$ cat config.mk
export PLATFORM = sky130hd
export DESIGN_NAME = reversible_deque_engine
export DESIGN_NICKNAME = d
export VERILOG_FILES = /design/src/hdl/rdq_pkg.sv /design/src/hdl/rdq_ctrl.sv /design/src/hdl/rdq_datapath.sv /design/src/hdl/reversible_deque_engine.sv
export SDC_FILE = /design/constraint.sdc
export NUM_CORES = 1
export LEC_CHECK = 0
export ABC_AREA = 1
export BUFFER_PORTS_ARGS = -buffer_cell sky130_fd_sc_hd__clkbuf_2
export CORE_MARGIN = 2
export CORE_UTILIZATION = 50
export CTS_CLUSTER_SIZE = 16
export DETAILED_ROUTE_END_ITERATION = 8
export PLACE_DENSITY_LB_ADDON = 0.08
export SYNTH_ARGS = -nofsm -noshare
export SYNTH_HDL_FRONTEND = slang
export SYNTH_SLANG_ARGS = --single-unit
$ cat constraint.sdc
create_clock -name clock -period 4.9 [get_ports clock]
set_clock_uncertainty 0.15 [all_clocks]
set_input_delay 0.49 -clock clock [delete_from_list [all_inputs] [get_ports clock]]
set_output_delay 0.49 -clock clock [all_outputs]
set_load 0.005 [all_outputs]
$ cat src/hdl/rdq_pkg.sv
// Package: shared constants, codes and control/status types for the deque engine.
`timescale 1ns / 1ps
package rdq_pkg;

   localparam int DEPTH  = 64;
   localparam int ADDR_W = (DEPTH > 1) ? $clog2(DEPTH) : 1;
   localparam int CNT_W  = $clog2(DEPTH + 1);

   localparam int CMD_W  = 3;
   localparam int DATA_W = 16;
   localparam int STAT_W = 2;

   localparam logic [CMD_W-1:0] CMD_CLEAR   = 3'd0;
   localparam logic [CMD_W-1:0] CMD_PUSH    = 3'd1;
   localparam logic [CMD_W-1:0] CMD_REVERSE = 3'd2;
   localparam logic [CMD_W-1:0] CMD_DISCARD = 3'd3;
   localparam logic [CMD_W-1:0] CMD_DRAIN   = 3'd4;

   localparam logic [STAT_W-1:0] ST_ELEMENT = 2'd0;
   localparam logic [STAT_W-1:0] ST_EMPTY   = 2'd1;
   localparam logic [STAT_W-1:0] ST_ERROR   = 2'd2;

   // controller -> datapath
   typedef struct packed {
      logic do_clear;
      logic do_push;
      logic do_reverse;
      logic do_discard;
      logic rd_start;     // read first element of a drain
      logic rd_next;      // read following element
      logic load_flag;    // load empty/error result
      logic load_elem;    // load element result from read register
   } rdq_cmd_type;

   // datapath -> controller
   typedef struct packed {
      logic count_zero;
      logic failed;
      logic idx_last;
      logic out_free;
   } rdq_stat_type;

endpackage

$ cat src/hdl/rdq_ctrl.sv
// Controller: command decode and drain sequencing state machine.
`timescale 1ns / 1ps
module rdq_ctrl
   import rdq_pkg::*;
(
   input  logic               clock,
   input  logic               reset,
   input  logic               req_valid,
   output logic               req_ready,
   input  logic [CMD_W-1:0]   req_command,
   input  rdq_stat_type       stat,
   output rdq_cmd_type        cmd
);

   localparam logic [1:0] S_IDLE = 2'd0;
   localparam logic [1:0] S_FLAG = 2'd1;
   localparam logic [1:0] S_ELEM = 2'd2;

   logic [1:0] state_ff, state_in;
   logic       accept;

   assign req_ready = (state_ff == S_IDLE);
   assign accept    = req_valid && req_ready;

   always_comb begin
      state_in = state_ff;
      cmd      = '0;
      unique case (state_ff)
         S_IDLE: begin
            if (accept) begin
               unique case (req_command)
                  CMD_CLEAR:   cmd.do_clear   = 1'b1;
                  CMD_PUSH:    cmd.do_push    = 1'b1;
                  CMD_REVERSE: cmd.do_reverse = 1'b1;
                  CMD_DISCARD: cmd.do_discard = 1'b1;
                  CMD_DRAIN: begin
                     if (stat.failed || stat.count_zero) begin
                        state_in = S_FLAG;
                     end else begin
                        cmd.rd_start = 1'b1;
                        state_in     = S_ELEM;
                     end
                  end
                  default: ;
               endcase
            end
         end
         S_FLAG: begin
            if (stat.out_free) begin
               cmd.load_flag = 1'b1;
               state_in      = S_IDLE;
            end
         end
         S_ELEM: begin
            if (stat.out_free) begin
               cmd.load_elem = 1'b1;
               if (stat.idx_last) begin
                  state_in = S_IDLE;
               end else begin
                  cmd.rd_next = 1'b1;
               end
            end
         end
         default: state_in = S_IDLE;
      endcase
   end

   always_ff @(posedge clock) begin
      if (reset) begin
         state_ff <= S_IDLE;
      end else begin
         state_ff <= state_in;
      end
   end

endmodule

$ cat src/hdl/rdq_datapath.sv
// Datapath: element memory, ring pointers, flags, drain index and result register.
`timescale 1ns / 1ps
module rdq_datapath
   import rdq_pkg::*;
(
   input  logic               clock,
   input  logic               reset,
   input  rdq_cmd_type        cmd,
   output rdq_stat_type       stat,
   input  logic [DATA_W-1:0]  req_value,
   output logic               rsp_valid,
   input  logic               rsp_ready,
   output logic [STAT_W-1:0]  rsp_status,
   output logic [DATA_W-1:0]  rsp_element,
   output logic               rsp_last
);

   localparam logic [ADDR_W:0] DEPTH_X = (ADDR_W + 1)'(DEPTH);

   logic [DATA_W-1:0] mem [DEPTH];

   logic [ADDR_W-1:0] head_ff, head_in;
   logic [CNT_W-1:0]  count_ff, count_in;
   logic              rev_ff, rev_in;
   logic              failed_ff, failed_in;
   logic [ADDR_W-1:0] idx_ff, idx_in;
   logic [DATA_W-1:0] rd_data_ff;

   logic              out_valid_ff, out_valid_in;
   logic [STAT_W-1:0] out_status_ff;
   logic [DATA_W-1:0] out_element_ff;
   logic              out_last_ff;

   logic [ADDR_W-1:0] rd_idx;
   logic [CNT_W-1:0]  rd_off;
   logic [ADDR_W-1:0] rd_addr;
   logic [ADDR_W-1:0] wr_addr;
   logic [ADDR_W-1:0] head_inc;
   logic              rd_en;

   // (base + offset) mod DEPTH with offset < DEPTH
   function automatic logic [ADDR_W-1:0] wrap_add(input logic [ADDR_W-1:0] base,
                                                   input logic [ADDR_W-1:0] off);
      logic [ADDR_W:0] sum;
      sum = {1'b0, base} + {1'b0, off};
      if (sum >= DEPTH_X) begin
         sum = sum - DEPTH_X;
      end
      return sum[ADDR_W-1:0];
   endfunction

   assign rd_en    = cmd.rd_start || cmd.rd_next;
   assign rd_idx   = cmd.rd_start ? '0 : idx_ff + 1'b1;
   assign rd_off   = rev_ff ? (count_ff - 1'b1 - CNT_W'(rd_idx)) : CNT_W'(rd_idx);
   assign rd_addr  = wrap_add(head_ff, rd_off[ADDR_W-1:0]);
   assign wr_addr  = wrap_add(head_ff, count_ff[ADDR_W-1:0]);
   assign head_inc = wrap_add(head_ff, ADDR_W'(1));

   assign stat.count_zero = (count_ff == '0);
   assign stat.failed     = failed_ff;
   assign stat.idx_last   = ((CNT_W'(idx_ff) + 1'b1) == count_ff);
   assign stat.out_free   = !out_valid_ff || rsp_ready;

   always_comb begin
      head_in   = head_ff;
      count_in  = count_ff;
      rev_in    = rev_ff;
      failed_in = failed_ff;
      idx_in    = idx_ff;
      if (cmd.do_clear) begin
         head_in   = '0;
         count_in  = '0;
         rev_in    = 1'b0;
         failed_in = 1'b0;
      end
      if (cmd.do_push && (count_ff < CNT_W'(DEPTH))) begin
         count_in = count_ff + 1'b1;
      end
      if (cmd.do_reverse) begin
         rev_in = !rev_ff;
      end
      if (cmd.do_discard) begin
         if (count_ff == '0) begin
            failed_in = 1'b1;
         end else begin
            if (!rev_ff) begin
               head_in = head_inc;
            end
            count_in = count_ff - 1'b1;
         end
      end
      if (rd_en) begin
         idx_in = rd_idx;
      end
      // last element handed to the result register empties the store
      if (cmd.load_elem && stat.idx_last) begin
         head_in  = '0;
         count_in = '0;
      end
   end

   always_ff @(posedge clock) begin
      if (reset) begin
         head_ff   <= '0;
         count_ff  <= '0;
         rev_ff    <= 1'b0;
         failed_ff <= 1'b0;
         idx_ff    <= '0;
      end else begin
         head_ff   <= head_in;
         count_ff  <= count_in;
         rev_ff    <= rev_in;
         failed_ff <= failed_in;
         idx_ff    <= idx_in;
      end
   end

   // element memory: one write port, one registered read port
   always_ff @(posedge clock) begin
      if (cmd.do_push && (count_ff < CNT_W'(DEPTH))) begin
         mem[wr_addr] <= req_value;
      end
      if (rd_en) begin
         rd_data_ff <= mem[rd_addr];
      end
   end

   // result register
   always_comb begin
      out_valid_in = out_valid_ff;
      if (cmd.load_flag || cmd.load_elem) begin
         out_valid_in = 1'b1;
      end else if (rsp_ready) begin
         out_valid_in = 1'b0;
      end
   end

   always_ff @(posedge clock) begin
      if (reset) begin
         out_valid_ff <= 1'b0;
      end else begin
         out_valid_ff <= out_valid_in;
      end
   end

   always_ff @(posedge clock) begin
      if (cmd.load_flag) begin
         out_status_ff  <= failed_ff ? ST_ERROR : ST_EMPTY;
         out_element_ff <= '0;
         out_last_ff    <= 1'b1;
      end else if (cmd.load_elem) begin
         out_status_ff  <= ST_ELEMENT;
         out_element_ff <= rd_data_ff;
         out_last_ff    <= stat.idx_last;
      end
   end

   assign rsp_valid   = out_valid_ff;
   assign rsp_status  = out_status_ff;
   assign rsp_element = out_element_ff;
   assign rsp_last    = out_last_ff;

endmodule

$ cat src/hdl/reversible_deque_engine.sv
// Top level: ring-buffer deque with lazy reverse, controller plus datapath.
//
//   Channel   Direction  Handshake               Payload
//   req_      in         req_valid / req_ready   req_command[2:0], req_value[15:0]
//   rsp_      out        rsp_valid / rsp_ready   rsp_status[1:0], rsp_element[15:0], rsp_last
//
// Clear, push, reverse, discard and unused codes leave the controller idle.
// A drain first reads the first element into the read register, then loads one
// result per cycle while the result register is free (rsp_ready high), limited by
// the single memory read port feeding the read register; an empty or error drain loads one flag result.
// req_ready is low for the whole drain; a stalled rsp_ready holds the result
// register and the sequencer in place.
// reset is synchronous, active high; the element memory is not cleared.
`timescale 1ns / 1ps
module reversible_deque_engine
   import rdq_pkg::*;
(
   input  logic               clock,
   input  logic               reset,
   input  logic               req_valid,
   output logic               req_ready,
   input  logic [CMD_W-1:0]   req_command,
   input  logic [DATA_W-1:0]  req_value,
   output logic               rsp_valid,
   input  logic               rsp_ready,
   output logic [STAT_W-1:0]  rsp_status,
   output logic [DATA_W-1:0]  rsp_element,
   output logic               rsp_last
);

   rdq_cmd_type  cmd;
   rdq_stat_type stat;

   // decodes each transaction and steps the drain
   rdq_ctrl u_ctrl (
      .clock       (clock),
      .reset       (reset),
      .req_valid   (req_valid),
      .req_ready   (req_ready),
      .req_command (req_command),
      .stat        (stat),
      .cmd         (cmd)
   );

   // storage, pointers, flags and the result register
   rdq_datapath u_datapath (
      .clock       (clock),
      .reset       (reset),
      .cmd         (cmd),
      .stat        (stat),
      .req_value   (req_value),
      .rsp_valid   (rsp_valid),
      .rsp_ready   (rsp_ready),
      .rsp_status  (rsp_status),
      .rsp_element (rsp_element),
      .rsp_last    (rsp_last)
   );

endmodule

# Word level (Yosys, flattened, before mapping)
# Memory sizes are Yosys's and may differ from the RTL's. A register that Yosys moved wholly into a read port is not among the register bits.
# Index checks and enable logic that the tools add are counted.
# W data, S select, Z words.
# classes
n_addsub,11
multipliers,0
n_div,0
order_cmp,4
eq_ne,12
shifts,0
n_mux,46
n_bitwise,0
reduce_logical,17
# op_table
op,n
$mux W6,9
$mux W7,4
$ge A7 B7 Y1 const B,3
$mux W1,21
$mux W2,9
$sub A6 B1 Y6 const B,3
$add A6 B1 Y7 const B,2
$add A6 B6 Y7,2
$mux W5,2
$ne A2 B2 Y1 const B,4
$add A7 B1 Y7 const B,1
$eq A7 B7 Y1,1
$logic_not A7 Y1,1
$lt A7 B7 Y1 const B,1
$sub A7 B1 Y7 const B,1
$add A6 B1 Y6 const B,1
$eq A3 B2 Y1 const B,2
$pmux W2 S3,1
$reduce_bool A2 Y1,3
$sub A6 B6 Y6,1
$reduce_and A5 Y1,1
$logic_or A1 B1 Y1,4
$eq A3 B1 Y1 const B,1
$eq A3 B3 Y1 const B,1
8 further kinds,11
# totals
regBits,43
latch_bits,0
mem_bits_rw,1024
romBits,0
inputBits,23
output_inout_bits,21
n_memories,1
# mem_list
name,depth,width,rd,rd_ports_with_merged_regs,write_ports,line,rtl
u_datapath.mem,64,16,1,1,1,rdq_datapath.sv:20,logic [DATA_W-1:0] mem [DEPTH];

# Logic depth before layout (Yosys ltp)
# logic_depth
word_depth,12
mapped_depth,30

# By module
# A second synthesis with hierarchy kept.
# hier_totals
cells_unflattened,3830
hier_area_um2,44717.9
# modules_own_cells
mod,n_inst,cells_per_inst,area_per_inst_um2,seq_area_each_um2
rdq_datapath,1,3800,44539.0,32070.8
rdq_ctrl,1,30,178.9,40.0

# Worst setup path after synthesis
# OpenSTA, ideal clock, no wires.
# synth_path
path_kind,register to register
from,reg u_datapath.count_ff[0]
to,"reg u_datapath.rd_data_ff[0], read port of u_datapath.mem, data pin"
arrival_time_ns,3.947
setup_slack_ns,0.551
stages_incl_launch_ff,24
period_less_slack_ns,4.349
cell_sequence,dfxtp_1 > inv_1 > ha_1 > inv_1 > nor2_1 > nand3_2 > nand3_2 > clkbuf_1 > nand2_1 > fa_1 > nand2_1 > o21ai_0 > fa_1 > buf_2 > buf_2 > clkbuf_1 > clkbuf_1 > o221ai_1 > nand3_1 > nand2_1 > nand2_1 > nand2_1 > nand3_1 > nand2_1
# synth_via
elab_chain_cells,12
# synth_rtl
item,line,rtl
from (decl),rdq_datapath.sv:23,"logic [CNT_W-1:0] count_ff, count_in;"
from (signal assigned),rdq_datapath.sv:111,count_ff <= count_in;
$logic_not A7 Y1,rdq_datapath.sv:59,assign stat.count_zero = (count_ff == '0);
$logic_or A1 B1 Y1,rdq_ctrl.sv:37,if (stat.failed || stat.count_zero) begin
$mux W1,rdq_ctrl.sv:37,
$mux W1,rdq_ctrl.sv:31,unique case (req_command)
$mux W5,rdq_ctrl.sv:30,if (accept) begin
$mux W5,rdq_ctrl.sv:28,unique case (state_ff)
$mux W6,rdq_datapath.sv:53,assign rd_idx = cmd.rd_start ? '0 : idx_ff + 1'b1;
$sub A6 B6 Y6,rdq_datapath.sv:54,assign rd_off = rev_ff ? (count_ff - 1'b1 - CNT_W'(rd_idx)) : CNT_W'(rd_idx);
$mux W6,rdq_datapath.sv:54,
$add A6 B6 Y7,rdq_datapath.sv:45,"sum = {1'b0, base} + {1'b0, off};"
$sub A6 B1 Y6 / $ge A7 B7 Y1 (equally long branches),"rdq_datapath.sv:47, rdq_datapath.sv:46",
$mux W6,rdq_datapath.sv:46,if (sum >= DEPTH_X) begin
to (decl),rdq_datapath.sv:27,logic [DATA_W-1:0] rd_data_ff;
# Parallel ways exist; a longest one is shown, timed or not.
# A chain may end at the register's enable or synchronous reset.

# Worst setup path after layout
# layout_path
from,reg u_datapath.count_ff[1]
to,"reg u_datapath.rd_data_ff[1], read port of u_datapath.mem, data pin"
# layout_via
elab_chain_cells,12
# layout_rtl
item,line,rtl
$logic_not A7 Y1 (*),rdq_datapath.sv:59,
$logic_or A1 B1 Y1 (*),rdq_ctrl.sv:37,
$mux W1 (*),rdq_ctrl.sv:37,
$mux W1 (*),rdq_ctrl.sv:31,
$mux W5 (*),rdq_ctrl.sv:30,
$mux W5 (*),rdq_ctrl.sv:28,
$mux W6 (*),rdq_datapath.sv:53,
named net u_datapath.rd_idx[0],rdq_datapath.sv:34,logic [ADDR_W-1:0] rd_idx;
$sub A6 B6 Y6,rdq_datapath.sv:54,
$mux W6 (*),rdq_datapath.sv:54,
$add A6 B6 Y7 (*),rdq_datapath.sv:45,
$sub A6 B1 Y6 / $ge A7 B7 Y1 (equally long branches),"rdq_datapath.sv:47, rdq_datapath.sv:46",
$mux W6 (*),rdq_datapath.sv:46,
# Mark *: on every way through the listed nets, which the timed path passes. The rest lies on a longest branch.

==> impl_metrics.py <==
metrics = {
    "outcome": {
        "outcome": "complete, no violations",
    },
    "pwr": {
        "p_leak_nw": 18.0,
        "clkPwrFrac_pct": 41.1,
        "ir_worst_vdd_uv": 303,
        "power_frac_seq_pct": 51.3,
        "p_int_mw": 15.4,
        "switching_power_mw": 4.58,
        "report.power.total_mw": 20.0,
        "p_comb_share_pct": 7.6,
        "power_density_nw_per_um2": 394,
        "p_sw_share_pct": 22.9,
    },
    "yosys": {
        "synth.distinct_cells": 46,
        "synth_nets": 3101,
        "yosysWarnings": 0,
        "synthArstFlopShare_pct": 0,
        "synthCells": 3057,
        "avgSynthCellArea_um2": 14.3,
        "ys_seq_elements": 1083,
        "mappedNetlistArea_um2": 43800,
        "synth_edf_count": 1042,
        "yosysSeqAreaShare_pct": 73.3,
        "ys.flop_type": "edfxtp_1",
    },
    "clock_tree": {
        "cts_sinks": 1083,
        "clk_pin_slew_worst_paths_ns": 0.06,
        "cts_tree": "yes",
        "root_buffer": "clkbuf_16",
        "h-tree-depth": 3,
        "clk_path_buf_depth": 3,
        "cts_made_buffers": 112,
        "insertion_delay_ns": 0.70,
    },
    "die": {
        "core_area_um2": 86800,
        "pin_count": 44,
        "die_area_um2": 90000,
        "die_w_um": 300,
        "initial_utilization_pct": 50.5,
        "die_y_um": 300,
        "fp-row-count": 108,
    },
    "placement": {
        "place_ws_ns": 0.0369,
        "hpwl_um": 71600,
        "portBuffers": 43,
        "gp_congestion": 0.891,
        "place_area_um2": 46600,
        "dp_cells": 4253,
    },
    "critical_path": {
        "worstPathRequired_ns": 5.32,
        "path_cells": "inv_1, ha_1, inv_1, nor2_1, nand3_2, nand3_2, inv_1, nor2_2, ha_1, inv_1, fa_1, nand2_1, o21ai_2, fa_4, buf_12, buf_16, buf_12, o21ai_0, o221ai_1, nand3_1, a21oi_1, or2_1, nand2_1, nand2_1",
        "cp-start-kind": "register",
        "cp-end-kind": "register",
        "critPathMaxFanout": 18,
        "r2r_slack_ns": 0.16,
        "crit_arrival_ns": 5.16,
        "worst_path_most_repeated_cell": "inv_1",
        "slowest_stage": "fa_4",
        "max_stage_delay_ns": 0.87,
        "critPathKind": "register to register",
    },
    "drt": {
        "finalWirelength_um": 121000,
        "vias": 27300,
        "ant_nets": 0,
        "dr.pass1.iters": 6,
        "top_layer_used": "met4",
        "wl_per_cell_um": 27.1,
        "wl_met1_um": 50800,
        "vias_per_cell": 6.11,
        "drc_errors": 0,
        "wl_met2_um": 58600,
        "route.met3.wl_um": 8280,
        "drt_iter0_drc": 3122,
    },
    "finish": {
        "final_common_cell": "edfxtp_1",
        "fin_util_pct": 58.4,
        "layout.cells.non_filler": 4477,
        "area_delta_synth_final_pct": 15.6,
        "multi_input_area_um2": 10700,
        "num-nets-final": 3274,
        "drive_above_1_share_pct": 14.8,
        "fillers": 6803,
        "layout.area.seq_um2": 32100,
        "final_cell_mix": "1042 x edfxtp_1, 386 x nor2_1, 278 x o21ai_0, 256 x mux2i_1, 251 x o221ai_1",
        "final_area_um2": 50700,
    },
    "grt": {
        "grt_pass1_wl_um": 175000,
        "grt_max_degree": 94,
        "grt_usage_pct": 26.4,
        "grt_pass1_vias": 26400,
        "antenna_found_initial": 0,
        "overflow": 0,
    },
    "timing": {
        "finalCritPeriodShare_pct": 96.7,
        "setup_tns_ns": 0,
        "worst_pin_slew_ns": 1.16,
        "rsz0062_at_grt": "yes",
        "setup_viol": 0,
        "drv_slew": 0,
        "setup_ws_ns": 0.160,
        "hold-worst-slack_ns": 0.0820,
        "finalCriticalPeriod_ns": 4.74,
        "clock.fmax_mhz": 211,
        "slew_headroom_pct": 22.5,
        "hold_violations": 0,
    },
    "job": {
        "maxCapViolations": 0,
    },
    "hold_path": {
        "hold_class": "input pin to register",
    },
}
==> path summary, 6_finish.rpt <==
kind | from | to | cells past startpoint
hold reg to reg | u_datapath.rsp_last$_SDFFE_PP1P_ | u_datapath.rsp_last$_SDFFE_PP1P_ | 2
hold / removal | req_valid | u_datapath.rev_ff$_SDFFE_PP0P_ | 4
setup reg to reg | u_datapath.count_ff[1]$_SDFF_PP0_ | u_datapath.rd_data_ff[1]$_DFFE_PP_ | 24
setup / recovery | u_datapath.count_ff[1]$_SDFF_PP0_ | u_datapath.rd_data_ff[1]$_DFFE_PP_ | 24
==> cell families after synthesis <==
kind of cell	after synthesis	synth area share (%)
AOI/OAI and AO/OA	615	9.32
adders and majority gates	21	0.651
DFF	1083	73.3
and+or+nand+nor	791	7.78
buffers and inverters	270	2.70
muxes	256	5.85
xor gates and xnor gates	21	0.437
==> power groups by stage <==
stage          clock network [mW]  logic (mW)  registers, mW
2_1_floorplan                   0       0.766           10.4
3_3_place_gp                    0        1.42           10.4
3_5_place_dp                    0        1.44           10.4
4_1_cts                      8.34        1.45           10.3
5_1_grt                      8.70        1.64           10.2
6_report                     8.21        1.52           10.2
==> layer usage <==
layer	vias to the layer above	global-route usage, %
li1	12100	-
met1	13900	36.9
met2	1138	43.0
met3	173	3.74
met4	0	8.57
met5	-	0
==> flip-flops by register name, indices dropped and copies added (netlist names) <==
register	flops
u_datapath.rsp_status	2
u_datapath.failed_ff	1
u_datapath.rsp_valid	1
u_datapath.rd_data_ff	16
u_datapath.rev_ff	1
u_datapath.rsp_last	1
u_datapath.idx_ff	6
u_datapath.count_ff	7
u_ctrl.state_ff	2
u_datapath.rsp_element	16
u_datapath.head_ff	6
u_datapath.mem	1024
==> worst max-delay path: cells and delay by family, from the launching register on <==
| family | cells | cell delay, ns |
|---|---|---|
| buffers and inverters | 7 | 0.76 |
| AOI/OAI and AO/OA | 4 | 0.76 |
| and+or+nand+nor | 9 | 0.95 |
| adders and majority gates | 4 | 1.66 |
| DFF | 1 | 0.31 |
==> area by class of cell <==
class | count | share of cell area (%)
repair buffers | 262 | 5.09
clock inverters | 60 | 1.17
multi-input cells | 1704 | 21.2
clock buffers | 145 | 5.84
well taps | 1155 | 2.85
diodes | 1 | 0.00494
inverters | 67 | 0.516
flip-flops and latches | 1083 | 63.4
==> cells in the mapped netlist, types with 7 or more instances <==
library cell / n / area [um^2]
mux2i_1: 256 / 2560
or2_1: 16 / 100
nand3_1: 166 / 831
nand2_2: 18 / 113
clkbuf_1: 106 / 398
nand2_1: 161 / 604
xor2_1: 14 / 123
buf_2: 75 / 375
inv_1: 62 / 233
nor3_1: 9 / 45.0
dfxtp_1: 41 / 821
o221ai_1: 256 / 2240
nor2_1: 387 / 1450
nor2_2: 7 / 43.8
a21oi_1: 61 / 305
ha_1: 18 / 225
edfxtp_1: 1042 / 31300
nand4_1: 11 / 68.8
o21ai_0: 280 / 1400
buf_4: 13 / 97.6
==> timing repair <==
action | CTS | global route
pin swaps | 0 | 14
gates resized for setup | 1 | 42
endpoints found under the setup margin | 1 | 16
cloned | 0 | 8
setup buffers | 0 | 6
hold buffers | 4 | 0
hold endpoints to repair | 11 | 0
Note: power is estimated with default switching activity, not from simulation.
